--- config.mk ---
export PLATFORM = sky130hd
export DESIGN_NAME = esc_front
export DESIGN_NICKNAME = d
export VERILOG_FILES = /design/src/rtl/esc_pkg.sv /design/src/rtl/esc_front.sv
export SDC_FILE = /design/constraint.sdc
export NUM_CORES = 2
export LEC_CHECK = 0
export BUFFER_PORTS_ARGS = -buffer_cell sky130_fd_sc_hd__buf_2
export CORE_UTILIZATION = 58
export DETAILED_ROUTE_END_ITERATION = 8
export PLACE_DENSITY_LB_ADDON = 0.25
export SETUP_SLACK_MARGIN = 0.5
export SLEW_MARGIN = 30
export SYNTH_ARGS = -nofsm -noshare
export SYNTH_HDL_FRONTEND = slang
export SYNTH_SLANG_ARGS = --single-unit
--- constraint.sdc ---
create_clock -name i_clk -period 9.41 [get_ports i_clk]
set_clock_uncertainty 0.1 [all_clocks]
set_input_delay 0.941 -clock i_clk [delete_from_list [all_inputs] [get_ports i_clk]]
set_output_delay 0.941 -clock i_clk [all_outputs]
set_load 0.005 [all_outputs]
--- src/rtl/esc_pkg.sv ---
// Types, constants and arithmetic helpers of the sensor compensation block.
`timescale 1ns / 1ps

package esc_pkg;

    // Configuration port geometry and register indexes.
    localparam int ESC_AW = 6;
    localparam logic [2:0] REG_TEMP_CAL = 3'd0;
    localparam logic [2:0] REG_PRESS_A  = 3'd1;
    localparam logic [2:0] REG_PRESS_B  = 3'd2;
    localparam logic [2:0] REG_PRESS_C  = 3'd3;
    localparam logic [2:0] REG_HUM_A    = 3'd4;
    localparam logic [2:0] REG_HUM_B    = 3'd5;

    // Queue between the front and the back end.
    localparam int ESC_QDEPTH = 8;
    localparam int ESC_QAW    = 3;

    // One quotient bit per divider stage.
    localparam int ESC_DIV_STEPS = 64;

    // Compensation constants.
    localparam logic [31:0] ESC_HUM_FINE_OFS = 32'd76800;
    localparam logic signed [32:0] ESC_PRESS_FINE_OFS = 33'sd128000;
    localparam logic [31:0] ESC_HUM_LIMIT = 32'd419430400;
    localparam logic [20:0] ESC_PRESS_BASE = 21'd1048576;
    localparam logic [63:0] ESC_PRESS_SCALE = 64'd3125;
    localparam logic [31:0] ESC_HUM_S_OFS = 32'd2097152;
    localparam logic [31:0] ESC_HUM_ROUND15 = 32'd16384;
    localparam logic [31:0] ESC_HUM_ROUND14 = 32'd8192;
    localparam logic [16:0] ESC_HUM_MAX = 17'd102400;

    typedef struct packed {
        logic [19:0] adc_temperature;
        logic [19:0] adc_pressure;
        logic [15:0] adc_humidity;
    } t_esc_in;

    typedef struct packed {
        logic signed [31:0] temperature;
        logic [16:0]        humidity;
        logic [31:0]        pressure;
        logic               pressure_invalid;
    } t_esc_out;

    // Calibration registers as written through the configuration port.
    typedef struct packed {
        logic [47:0] temp_cal;
        logic [47:0] press_a;
        logic [47:0] press_b;
        logic [47:0] press_c;
        logic [39:0] hum_a;
        logic [23:0] hum_b;
    } t_esc_cfg;

    // Queue entry: fine temperature plus the raw readings still to be used.
    typedef struct packed {
        logic [31:0] fine;
        logic [19:0] adc_pressure;
        logic [15:0] adc_humidity;
    } t_esc_fine;

    // Finished fields that ride alongside the pressure division.
    typedef struct packed {
        logic [31:0] temperature;
        logic [16:0] humidity;
        logic        bad;
    } t_esc_tag;

    function automatic logic [31:0] sar32(input logic [31:0] v, input int unsigned n);
        return $signed(v) >>> n;
    endfunction

    function automatic logic [63:0] sar64(input logic [63:0] v, input int unsigned n);
        return $signed(v) >>> n;
    endfunction

    // Low 32 bits of a product; equal for signed and unsigned operands.
    function automatic logic [31:0] mul32(input logic [31:0] a, input logic [31:0] b);
        return a * b;
    endfunction

    function automatic logic [63:0] mul64s16(input logic [63:0] a, input logic [15:0] b);
        logic [63:0] bx;
        bx = {{48{b[15]}}, b};
        return a * bx;
    endfunction

    function automatic logic [63:0] mul64u16(input logic [63:0] a, input logic [15:0] b);
        logic [63:0] bx;
        bx = {48'b0, b};
        return a * bx;
    endfunction

    function automatic logic [31:0] sx16_32(input logic [15:0] v);
        return {{16{v[15]}}, v};
    endfunction

    function automatic logic [31:0] sx12_32(input logic [11:0] v);
        return {{20{v[11]}}, v};
    endfunction

    function automatic logic [31:0] sx8_32(input logic [7:0] v);
        return {{24{v[7]}}, v};
    endfunction

endpackage

--- src/rtl/esc_front.sv ---
// Front end: takes readings and derives the fine temperature in two stages.
`timescale 1ns / 1ps

module esc_front import esc_pkg::*; (
    input  logic      i_clk,
    input  logic      i_rst_n,
    input  logic      i_valid,
    input  t_esc_in   i_item,
    input  t_esc_cfg  i_cfg,
    output logic      o_push,
    output t_esc_fine o_entry,
    output logic [1:0] o_inflight
);

    logic [31:0] t1, t2, t3, a, b;
    logic        r_v1, r_v2;
    logic [31:0] r_ma, r_mb, r_v1f, r_mv2;
    logic [19:0] r_p1, r_p2;
    logic [15:0] r_h1, r_h2;

    // Temperature coefficients.
    assign t1 = {16'b0, i_cfg.temp_cal[15:0]};
    assign t2 = sx16_32(i_cfg.temp_cal[31:16]);
    assign t3 = sx16_32(i_cfg.temp_cal[47:32]);

    // Offsets of the raw temperature from the T1 point.
    assign a = {15'b0, i_item.adc_temperature[19:3]} - {t1[30:0], 1'b0};
    assign b = {16'b0, i_item.adc_temperature[19:4]} - t1;

    // Valid bits of the two stages.
    always_ff @(posedge i_clk) begin
        if (!i_rst_n) begin
            r_v1 <= 1'b0;
            r_v2 <= 1'b0;
        end else begin
            r_v1 <= i_valid;
            r_v2 <= r_v1;
        end
    end

    // Stage one forms the products, stage two the quadratic term.
    always_ff @(posedge i_clk) begin
        r_ma  <= mul32(a, t2);
        r_mb  <= mul32(b, b);
        r_p1  <= i_item.adc_pressure;
        r_h1  <= i_item.adc_humidity;
        r_v1f <= sar32(r_ma, 11);
        r_mv2 <= mul32(sar32(r_mb, 12), t3);
        r_p2  <= r_p1;
        r_h2  <= r_h1;
    end

    assign o_push             = r_v2;
    assign o_entry.fine         = r_v1f + sar32(r_mv2, 14);
    assign o_entry.adc_pressure = r_p2;
    assign o_entry.adc_humidity = r_h2;
    assign o_inflight         = {1'b0, r_v1} + {1'b0, r_v2};

endmodule

Yosys cells after proc, flatten, opt, wreduce, memory -nomap -nowiden
Cells that the tools add are included.

word-level totals
  bits in registers = 191
  input bits = 315
  output and inout bits = 71

cells by class
  add/subtract/negate cells = 4
  multiply operators = 3

operators by type and width
  kind            number
  $mul 17x17->32  1
  $mul 18x16->32  1
  $mul 20x16->32  1
  $add 21x18->22  1
  $sub 17x17->18  1
  $sub 16x16->17  1
  $add 1x1->2     1

Logic depth before layout (Yosys ltp)
  depth in word-level cells = 2
  depth in mapped cells = 35

Worst setup path before layout
Ideal clock, no wire load.

  kind = input -> register
  from = input i_item[40] in the netlist's numbering
  to = register r_ma[31]
  arrival = 8.574 ns
  data required time = 9.238 ns
  path slack = 0.664 ns
  stages = 32
  cells stage by stage = inv_1 > ha_1 > fa_1 > nor2b_1 > o21ai_2 > a221oi_1 > o31ai_1 > a21oi_1 > a21oi_1 > o21a_1 > clkbuf_1 > nand2_1 > inv_1 > fa_1 > inv_1 > fa_1 > inv_1 > fa_1 > fa_1 > fa_1 > fa_1 > ha_1 > a21o_1 > a21o_1 > a21o_1 > a21o_1 > nor3_1 > a21oi_1 > a21oi_1 > xnor2_1 > xnor2_1 > xnor2_1

on the way
  cells in the longest elaborated chain, start to end = 2

RTL lines
  what                  RTL line         RTL
  start, declared       esc_front.sv:8   input t_esc_in i_item,
  $sub 17x17->18        esc_front.sv:27  assign a = {15'b0, i_item.adc_temperature[19:3]} - {t1[30:0], 1'b0};
  $mul 18x16->32        esc_pkg.sv:80    return a * b;
  end signal, assigned  esc_front.sv:43  r_ma <= mul32(a, t2);
  end, declared         esc_front.sv:17  logic [31:0] r_ma, r_mb, r_v1f, r_mv2;

Every way passes these cells.
A chain may end at the register's enable or synchronous reset.

Final worst setup path
  from = input i_item[40] in the netlist's numbering
  to = register r_mb[31]

on the way
  cells in the longest elaborated chain, start to end = 2

RTL lines
  what                  RTL line         RTL
  $sub 16x16->17        esc_front.sv:28  assign b = {16'b0, i_item.adc_temperature[19:4]} - t1;
  $mul 17x17->32        esc_pkg.sv:80
  end signal, assigned  esc_front.sv:44  r_mb <= mul32(b, b);
  end, declared         esc_front.sv:17

Every way passes these cells.

==> out/metrics.cfg <==
[grt]
grt_pass1_wl_um=131000
grt_max_degree=29
grt_pass1_vias=25755
grt_overflow=0
antenna_found_initial=2
grt_usage=0.2796

[timing]
tns_ns=0
slew_violations=0
fmax_ghz=0.1159
grt_setup_unrepaired=false
setup_viol=0
max_slew_margin=0.3490
min_period_ns=8.628
worstMarginPinSlew_ns=0.9663
post-route-period-util=0.9169
hold_viol_final=0

[place]
placed_cell_area_um2=36090
dp_hpwl_um=64640
port_buffers=174
place.gp.congestion=0.8785
placed_cells=4524

[synthesis]
synth-seq-cells=154
seq_area_frac_synth=0.09084
async_flop_share=0
syn_avg_cell_area_um2=9.389
yosysTopAreaCellShare=0.4807
synth_top_area_cell=fa_1
synth.area.top_cells=fa_1, inv_1, ha_1
netlist_area_um2=33940
netlist_instances=3615
synth_nets=5025
synth_flop_cell=dfxtp_1
synthDistinctLibCells=67
yosys_warnings=0
synth_edf_count=0

[cts]
clockBufferDepth=2
cts_num_sinks=154
cts_root_buf=clkbuf_16
clk_pin_slew_ns=0.08
clk_latency_ns=0.42
cts_tree=built
cts_max_level=4
cts_made_buffers=17

[route]
num_vias=23690
finalWirelength_um=79340
drt_pass1_iterations=7
ant_nets=0
post_drt_wl_per_cell_um=17.38
drc=0
viasPerCell=5.188
drt-initial-drc-count=1442

[floorplanning]
chipHeight_um=243.9
io_pins=386
die_area_um2=59490
initial_utilization=0.5871
core_um2=57810
num_rows=88
die_width_um=243.9

[worst_setup_path]
r2r_slack_ns=2.15
critPathRequiredTime_ns=9.65
arrival_ns=8.87
path_max_fanout=13
cp-start-kind=primary input
cp_common_cell=fa_1
slowest_stage=o21ai_0
crit_type=primary input to register
slowest_delay_ns=0.76
cp-end-kind=register

[final_layout]
drive_gt1_frac=0.09687
syn_to_final_growth_pct=9.013
fillers=4731
final_cells=4566
final_area_um2=37000
final_common_cell=inv_1
layout_common_cells=inv_1, fa_1, nand2_1
utilization=0.6401
final_nets=5196

[min_path]
hp-class=register to register

[run]
maxCapViolations=0

[run_status]
outcome=completed

## final timing paths
check	startpoint	to	cells past startpoint
max	i_item[40]	r_mb[31]$_DFF_P_	31
min	r_ma[28]$_DFF_P_	r_v1f[17]$_DFF_P_	0
max reg2reg	r_mb[21]$_DFF_P_	r_mv2[30]$_DFF_P_	23
min reg2reg	r_ma[28]$_DFF_P_	r_v1f[17]$_DFF_P_	0
## what timing repair did
item	in CTS	in global routing
setup endpoints to repair	0	9
gates resized for setup	0	34
hold buffers	0	0
setup buffers	0	6
## metrics by stage
step | hold slack (ns) | worst slack, ns
floorplan | 0.2096 | 0.6643
global placement | 0.2107 | 0.3777
detailed placement | 0.2121 | 0.2476
CTS | 0.2206 | 0.6755
global route | 0.2199 | 0.4284
finish | 0.2162 | 0.7817
## worst max-delay path: cells and delay by family
family	cells	cell delay, ns
compound gates	7	1.92
xor+xnor	2	0.90
buf+inv	6	0.44
simple gates	7	1.19
fa+ha+maj	9	3.48
## final cells by class
class	count	area, um2	share of cell area
Timing Repair Buffer	279	1782	0.04816
Antenna cell	2	5.005	0.0001353
Clock inverter	15	192.7	0.005208
Tap cell	765	957.2	0.02587
Clock buffer	17	425.4	0.01150
Sequential cell	154	3083	0.08333
Multi-Input combinational cell	2362	26890	0.7268
Inverter	972	3662	0.09898
## routing by layer
layer / vias to the layer above / share of wire / global-route usage
met5: - / 0.00016 / 0
met2: 850 / 0.49 / 0.4749
li1: 10763 / - / -
met4: 2 / 0.020 / 0.06930
met3: 111 / 0.068 / 0.03701
met1: 11964 / 0.42 / 0.3798
## cell families (layout without fill, tap and decap cells)
| kind of cell | count (synthesis) | after routing | synth area share |
|---|---|---|---|
| other | 0 | 2 | 0 |
| buffers and inverters | 1099 | 1283 | 0.1228 |
| AO/OA/AOI/OAI | 192 | 192 | 0.03867 |
| XOR/XNOR | 133 | 133 | 0.03476 |
| multiplexers | 1 | 1 | 0.0003318 |
| flip-flops | 154 | 154 | 0.09084 |
| adder cells (fa/ha/maj) | 1095 | 1095 | 0.5839 |
| AND/OR/NAND/NOR | 941 | 941 | 0.1286 |
## synthesized netlist by cell type, drive strengths merged, types with 2 or more instances
library cell,number
and3,5
nand2,461
xnor2,102
nor2,138
ha,280
a31oi,6
o2111ai,3
or3,6
nor3,23
a21o,31
o211ai,6
a211oi,8
clkbuf,108
a31o,3
and4,5
and2,216
a21boi,5
nand2b,32
clkinv,9
o41ai,3
o21bai,2
buf,19
nand4,5
or2,4
o21a,28
o31ai,3
nor2b,27
dfxtp,154
o21ai,31
nor4,3
a2111oi,2
nand3,13
o31a,3
a221oi,3
inv,963
a21oi,45
xor2,31
o22ai,3
fa,815
## state kept, by name, summed over array words and instances (netlist names)
signal and cells:
r_p1 20, r_ma 21, r_p2 20, r_h2 16
o_push 1, r_mv2 18, r_h1 16, r_v1f 21
r_v1 1, r_mb 20
Power is left out: the tool's default activity adds up to more than one toggle a clock period on the data nets, which glitch-free logic cannot reach.
