[config.mk]
export PLATFORM = sky130hd
export DESIGN_NAME = esc_fifo
export DESIGN_NICKNAME = d
export VERILOG_FILES = /design/src/rtl/esc_pkg.sv /design/src/rtl/esc_fifo.sv
export SDC_FILE = /design/constraint.sdc
export NUM_CORES = 1
export LEC_CHECK = 0
export BUFFER_PORTS_ARGS = -buffer_cell sky130_fd_sc_hd__buf_2
export CORE_MARGIN = 3
export CORE_UTILIZATION = 57
export DETAILED_ROUTE_END_ITERATION = 7
export HOLD_SLACK_MARGIN = 0.15
export PLACE_DENSITY = 0.76
export SLEW_MARGIN = 20
export SYNTH_ARGS = -nofsm -noshare
export SYNTH_HDL_FRONTEND = slang
export SYNTH_SLANG_ARGS = --single-unit
[constraint.sdc]
create_clock -name i_clk -period 6.9 [get_ports i_clk]
set_input_delay 0.69 -clock i_clk [delete_from_list [all_inputs] [get_ports i_clk]]
set_output_delay 0.69 -clock i_clk [all_outputs]
set_load 0.005 [all_outputs]
[src/rtl/esc_pkg.sv]
// Types, constants and arithmetic helpers of the sensor compensation block.
`timescale 1ns / 1ps

package esc_pkg;

    // Configuration port geometry and register indexes.
    localparam int ESC_AW = 6;
    localparam logic [2:0] REG_TEMP_CAL = 3'd0;
    localparam logic [2:0] REG_PRESS_A  = 3'd1;
    localparam logic [2:0] REG_PRESS_B  = 3'd2;
    localparam logic [2:0] REG_PRESS_C  = 3'd3;
    localparam logic [2:0] REG_HUM_A    = 3'd4;
    localparam logic [2:0] REG_HUM_B    = 3'd5;

    // Queue between the front and the back end.
    localparam int ESC_QDEPTH = 8;
    localparam int ESC_QAW    = 3;

    // One quotient bit per divider stage.
    localparam int ESC_DIV_STEPS = 64;

    // Compensation constants.
    localparam logic [31:0] ESC_HUM_FINE_OFS = 32'd76800;
    localparam logic signed [32:0] ESC_PRESS_FINE_OFS = 33'sd128000;
    localparam logic [31:0] ESC_HUM_LIMIT = 32'd419430400;
    localparam logic [20:0] ESC_PRESS_BASE = 21'd1048576;
    localparam logic [63:0] ESC_PRESS_SCALE = 64'd3125;
    localparam logic [31:0] ESC_HUM_S_OFS = 32'd2097152;
    localparam logic [31:0] ESC_HUM_ROUND15 = 32'd16384;
    localparam logic [31:0] ESC_HUM_ROUND14 = 32'd8192;
    localparam logic [16:0] ESC_HUM_MAX = 17'd102400;

    typedef struct packed {
        logic [19:0] adc_temperature;
        logic [19:0] adc_pressure;
        logic [15:0] adc_humidity;
    } t_esc_in;

    typedef struct packed {
        logic signed [31:0] temperature;
        logic [16:0]        humidity;
        logic [31:0]        pressure;
        logic               pressure_invalid;
    } t_esc_out;

    // Calibration registers as written through the configuration port.
    typedef struct packed {
        logic [47:0] temp_cal;
        logic [47:0] press_a;
        logic [47:0] press_b;
        logic [47:0] press_c;
        logic [39:0] hum_a;
        logic [23:0] hum_b;
    } t_esc_cfg;

    // Queue entry: fine temperature plus the raw readings still to be used.
    typedef struct packed {
        logic [31:0] fine;
        logic [19:0] adc_pressure;
        logic [15:0] adc_humidity;
    } t_esc_fine;

    // Finished fields that ride alongside the pressure division.
    typedef struct packed {
        logic [31:0] temperature;
        logic [16:0] humidity;
        logic        bad;
    } t_esc_tag;

    function automatic logic [31:0] sar32(input logic [31:0] v, input int unsigned n);
        return $signed(v) >>> n;
    endfunction

    function automatic logic [63:0] sar64(input logic [63:0] v, input int unsigned n);
        return $signed(v) >>> n;
    endfunction

    // Low 32 bits of a product; equal for signed and unsigned operands.
    function automatic logic [31:0] mul32(input logic [31:0] a, input logic [31:0] b);
        return a * b;
    endfunction

    function automatic logic [63:0] mul64s16(input logic [63:0] a, input logic [15:0] b);
        logic [63:0] bx;
        bx = {{48{b[15]}}, b};
        return a * bx;
    endfunction

    function automatic logic [63:0] mul64u16(input logic [63:0] a, input logic [15:0] b);
        logic [63:0] bx;
        bx = {48'b0, b};
        return a * bx;
    endfunction

    function automatic logic [31:0] sx16_32(input logic [15:0] v);
        return {{16{v[15]}}, v};
    endfunction

    function automatic logic [31:0] sx12_32(input logic [11:0] v);
        return {{20{v[11]}}, v};
    endfunction

    function automatic logic [31:0] sx8_32(input logic [7:0] v);
        return {{24{v[7]}}, v};
    endfunction

endpackage

[src/rtl/esc_fifo.sv]
// Short queue that decouples the front end from the back end.
`timescale 1ns / 1ps

module esc_fifo import esc_pkg::*; (
    input  logic             i_clk,
    input  logic             i_rst_n,
    input  logic             i_push,
    input  t_esc_fine        i_entry,
    input  logic             i_pop,
    output t_esc_fine        o_head,
    output logic             o_empty,
    output logic [ESC_QAW:0] o_count
);

    t_esc_fine          r_mem [ESC_QDEPTH];
    logic [ESC_QAW-1:0] r_wptr, r_rptr;
    logic [ESC_QAW:0]   r_count;

    // Entry storage.
    always_ff @(posedge i_clk) begin
        if (i_push) begin
            r_mem[r_wptr] <= i_entry;
        end
    end

    // Pointers and fill level.
    always_ff @(posedge i_clk) begin
        if (!i_rst_n) begin
            r_wptr  <= '0;
            r_rptr  <= '0;
            r_count <= '0;
        end else begin
            if (i_push) begin
                r_wptr <= r_wptr + 1'b1;
            end
            if (i_pop) begin
                r_rptr <= r_rptr + 1'b1;
            end
            case ({i_push, i_pop})
                2'b10:   r_count <= r_count + 1'b1;
                2'b01:   r_count <= r_count - 1'b1;
                default: r_count <= r_count;
            endcase
        end
    end

    assign o_head  = r_mem[r_rptr];
    assign o_empty = (r_count == '0);
    assign o_count = r_count;

endmodule

# After elaboration in Yosys (flattened, before gate mapping)
# Memory sizes are Yosys's and may differ from the RTL's. A register that Yosys moved wholly into a read port is not among the register bits.
# Index checks and enable logic that the tools add are counted.
[word_totals] regBits=10 input_bits=72 mem_count=1 out_inout_bits=73 ramBits=544 word_cells=17
[op_classes] mux=5 n_reduce_logical=2 n_eq_ne=2 n_addsub=4
[mem_list] name="r_mem" words=8 width=68 rd=1 rd_clocked_by_memory_dff=1 write_ports=1 line_no="esc_fifo.sv:15" text="t_esc_fine r_mem [ESC_QDEPTH];"
[op_table] op="4-bit case mux with 2 select lines" count=1
[op_table] op="3-bit by 1-bit adder with 3-bit output (second input constant)" count=2
[op_table] op="3-bit 2-to-1 mux" count=2
[op_table] op="4-bit by 1-bit adder with 4-bit output (second input constant)" count=1
[op_table] op="4-bit logical NOT" count=1
[op_table] op="4-bit by 1-bit subtractor with 4-bit output (second input constant)" count=1
[op_table] op="2-bit by 1-bit == test with 1-bit output (second input constant)" count=1
[op_table] op="2-bit == test (second input constant)" count=1
[op_table] op="1-bit 2-to-1 mux" count=2
[op_table] op="2-bit nonzero test" count=1

# Depth between registers and ports, before layout
[logic_depth] ltp_word=3 mapped_depth=8

# Worst setup path after synthesis
# No wires, ideal clock.
[synth_timing] path_type="in2reg" start="in i_push" end="mem r_mem[0][0] in the netlist's numbering, enable pin" path_stages=2 setup_ns=0.578 slack_ns=0.919 n_path_buf=0 required_time_ns=6.322 arrival_time_ns=5.403 path_cell_list="nand2b_1 -> nor3_1"
[synth_between] elab_chain_cells=2
[synth_lines] element="start: declaration" line_no="esc_fifo.sv:7" text="input logic i_push,"
[synth_lines] element="1-bit 2-to-1 mux" line_no="esc_fifo.sv:21" text="if (i_push) begin"
[synth_lines] element="1-bit 2-to-1 mux (not written as such)" line_no="esc_fifo.sv:22" text="r_mem[r_wptr] <= i_entry;"
[synth_lines] element="end: declaration" line_no="esc_fifo.sv:15"
# No other way between the ends.

==> impl_metrics.env <==
export IMPL_outcome="finished, final reports clean"
export IMPL_p_clk_share_pct=37.3
export IMPL_synth_simple_area_share_pct=0.7738
export IMPL_area_growth_pct=13.71
export IMPL_maxSlewViolCount=0
export IMPL_synthAdderAreaFrac_pct=0.2976
export IMPL_critPathRequiredTime_ns=6.21
export IMPL_synth_nets=932
export IMPL_cts_buffer_depth=3
export IMPL_combPwrFrac_pct=7.9
export IMPL_synth_ff_latch_count=557
export IMPL_hold_viol_final=0
export IMPL_total_power_mw=7.030
export IMPL_worstPathCellList="buf_12, mux4_2, mux2_2, buf_2"
export IMPL_p_leak_nw=7.642
export IMPL_initial_utilization_pct=58.53
export IMPL_cp_start_kind="flop"
export IMPL_swShare_pct=20.56
export IMPL_routed_via_density=5.978
export IMPL_wl_per_cell_um=25.16
export IMPL_p_int_mw=5.585
export IMPL_ant_nets=0
export IMPL_yosysUniqueCellTypes=28
export IMPL_worstSetupPathType="reg2out"
export IMPL_synthTopCellsByArea="edfxtp_1, mux4_2, mux2_2, dfxtp_1, buf_2"
export IMPL_cpMaxStageDelayCell="dfxtp_4"
export IMPL_reg2reg_depth=4
export IMPL_critPathTopFamily="flip-flops"
export IMPL_clkLatencyLatePin_ns=0.58
export IMPL_yosysSeqAreaShare_pct=78.95
export IMPL_peakVddDrop_v=0.0002827
export IMPL_cts_root_buf="clkbuf_16"
export IMPL_yosysWarnings=0
export IMPL_clkSinkCount=557
export IMPL_htree_levels=2
export IMPL_period_needed_ns=4.011
export IMPL_hold_path_depth=1
export IMPL_holdPathEnd="r_mem[3][11]$_DFFE_PP_"
export IMPL_finalWeightedCongestion=0.7129
export IMPL_tritoncts="done"
export IMPL_drt_iter0_drc=671
export IMPL_p_seq_share_pct=54.8
export IMPL_cts_resized=0
export IMPL_fin_cells=1534
export IMPL_critPathArrivalTime_ns=3.32
export IMPL_fin_nets=1110
export IMPL_die_h_um=198.0
export IMPL_worstHoldStart="i_entry[11]"
export IMPL_cts_made_buffers=54
export IMPL_synth_avg_cell_area_um2=24.58
export IMPL_synth_top_family_by_area="multiplexers"
export IMPL_hp_class="in2reg"
export IMPL_netlist_area_mm2=0.02102
export IMPL_rrSetupSlack_ns=4.15
export IMPL_path_clk_slew_ns=0.06
export IMPL_syn_inst=855
export IMPL_synth_xor_area_share_pct=0.2917
export IMPL_rsz0062_at_grt="false"
export IMPL_dp_cells=1438
export IMPL_min_period_over_period_pct=58.13
export IMPL_post_cts_setup_buffers=0
export IMPL_hpwl_mm=20.47
export IMPL_core_area_mm2=0.03591
export IMPL_tightest_slew_ns=0.9657
export IMPL_gr_total_overflow=0
export IMPL_slew_headroom_pct=35.47
export IMPL_grt_pass1_wl_mm=58.31
export IMPL_holdBufCountCts=0
export IMPL_grtUsageTotal_pct=20.14
export IMPL_slowest_delay_ns=0.96
export IMPL_row_count=69
export IMPL_drc_errors=0
export IMPL_synth_mux_area_share_pct=18.46
export IMPL_timing_rr_start="r_wptr[2]$_SDFFE_PN0P_"
export IMPL_vias=9171
export IMPL_crit_buf_inv=2
export IMPL_switchingPower_mw=1.445
export IMPL_synth_area_leader_cell="edfxtp_1"
export IMPL_antenna_found_initial=4
export IMPL_fin_setup_tns_ns=0
export IMPL_setup_viol_count_final=0
export IMPL_pin_count=145
export IMPL_power_density_mw_per_mm2=294.1
export IMPL_cap_violations=0
export IMPL_endpoint_kind="primary output"
export IMPL_max_freq_ghz=0.2493
export IMPL_cp_max_fo=94
export IMPL_drt_total_wl_mm=38.59
export IMPL_yosys_area_top_type_share_pct=77.71
export IMPL_synth_compound_area_share_pct=0.1667
export IMPL_r2r_end="r_mem[4][41]$_DFFE_PP_"
export IMPL_firstDrtPassIters=5
export IMPL_grt_start_max_net_pins=95
export IMPL_grt_pass1_vias=9590
export IMPL_portBuffers=144
export IMPL_fin_util_pct=66.55
export IMPL_drive_above_1_share_pct=41.36
export IMPL_die_w_um=198.0
export IMPL_worst_clock_skew_ns=0.01085
export IMPL_nFillCells=2285
export IMPL_die_area_mm2=0.03922
-- how the worst max path moves through the flow --
stage          startpoint                    end  slack (ns)  cells past startpoint
2_1_floorplan      i_push  r_mem[0][0]$_DFFE_PP_        0.92                      2
3_3_place_gp         flop             o_head[63]        3.39                      4
3_5_place_dp         flop             o_head[21]        3.37                      4
4_1_cts              flop             o_head[21]        2.73                      4
5_1_grt              flop             o_head[63]        2.60                      4
6_report             flop             o_head[63]        2.89                      4
-- cell families after synthesis --
logic type	after synthesis
AND/OR/NAND/NOR	31
XOR/XNOR	7
flip-flops	557
AO/OA/AOI/OAI	5
buffers and inverters	41
multiplexers	209
adder cells (fa/ha/maj)	5
-- metrics by stage --
step	hold WS, ns	cell area, um^2	setup WS (ns)
after floorplan	0.4709	21020	0.9190
after global placement	0.4733	22310	3.394
after detailed placement	0.4833	22330	3.372
after CTS	0.3437	23900	2.734
after global routing	0.3605	23900	2.604
final	0.3766	23900	2.889
-- area by class of cell --
cell class                 count  area (um^2)  area share (%)
antenna                        2        5.005         0.02094
clock buffer                  74         1448           6.057
clock inverter                20        116.4          0.4868
inverter                       1        3.754         0.01570
multi-input combinational    257         4257           17.81
sequential                   557        16610           69.48
tap                          461        576.8           2.413
timing repair buffer         162        888.4           3.717
-- metal layers --
layer	routed length (um)	track usage, %	vias up
met4	724	5.740	6
met2	18850	32.17	268
met3	2212	4.220	60
li1	-	-	4001
met1	16770	28.99	4836
met5	34	0	-
-- cells in the mapped netlist --
cell type and number:
dfxtp_1 13, nand2b_1 4, nor4b_1 1, mux2i_1 4, buf_6 5, o21ai_0 1, nor4_1 1, nor3_1 3
clkbuf_1 13, nor2b_1 3, ha_1 5, buf_1 5, xor2_1 4, buf_8 1, inv_1 1, edfxtp_1 544
nor2_1 6, and2_1 6, or3_1 1, mux4_2 136, a21oi_1 1, mux2_2 69, nand2_1 6, buf_2 16
a21boi_0 1, o41ai_1 1, a41oi_1 1, xnor2_1 3
-- cell usage in the layout (no fill, tap or decap), drive strengths merged, types with 5 or more instances in the layout --
| cell type | instances |
|---|---|
| edfxtp | 544 |
| buf | 162 |
| mux4 | 136 |
| clkbuf | 74 |
| mux2 | 69 |
| clkinv | 18 |
| dfxtp | 13 |
| nand2 | 6 |
| nor2 | 6 |
| and2 | 6 |
| ha | 5 |
-- worst reg2reg max path: cells and delay by family (launching register included) --
| kind | cells | cell delay (ns) |
|---|---|---|
| simple gates | 2 | 0.79 |
| buf+inv | 2 | 1.20 |
| flops | 1 | 0.35 |
-- power groups by stage --
| stage | clock (mW) | sequential (mW) | combinational [mW] |
|---|---|---|---|
| global route | 2.82 | 3.86 | 0.602 |
| floorplan | 0 | 3.91 | 0.366 |
| detailed placement | 0 | 3.92 | 0.565 |
| finish | 2.62 | 3.85 | 0.555 |
| global placement | 0 | 3.92 | 0.555 |
| CTS | 2.68 | 3.85 | 0.568 |
-- state kept, by name, indices dropped and copies added (netlist names), named ones only --
signal   count
o_count      4
r_mem      544
r_rptr       3
r_wptr       3
No activity file was read; power rests on OpenSTA's default activity.
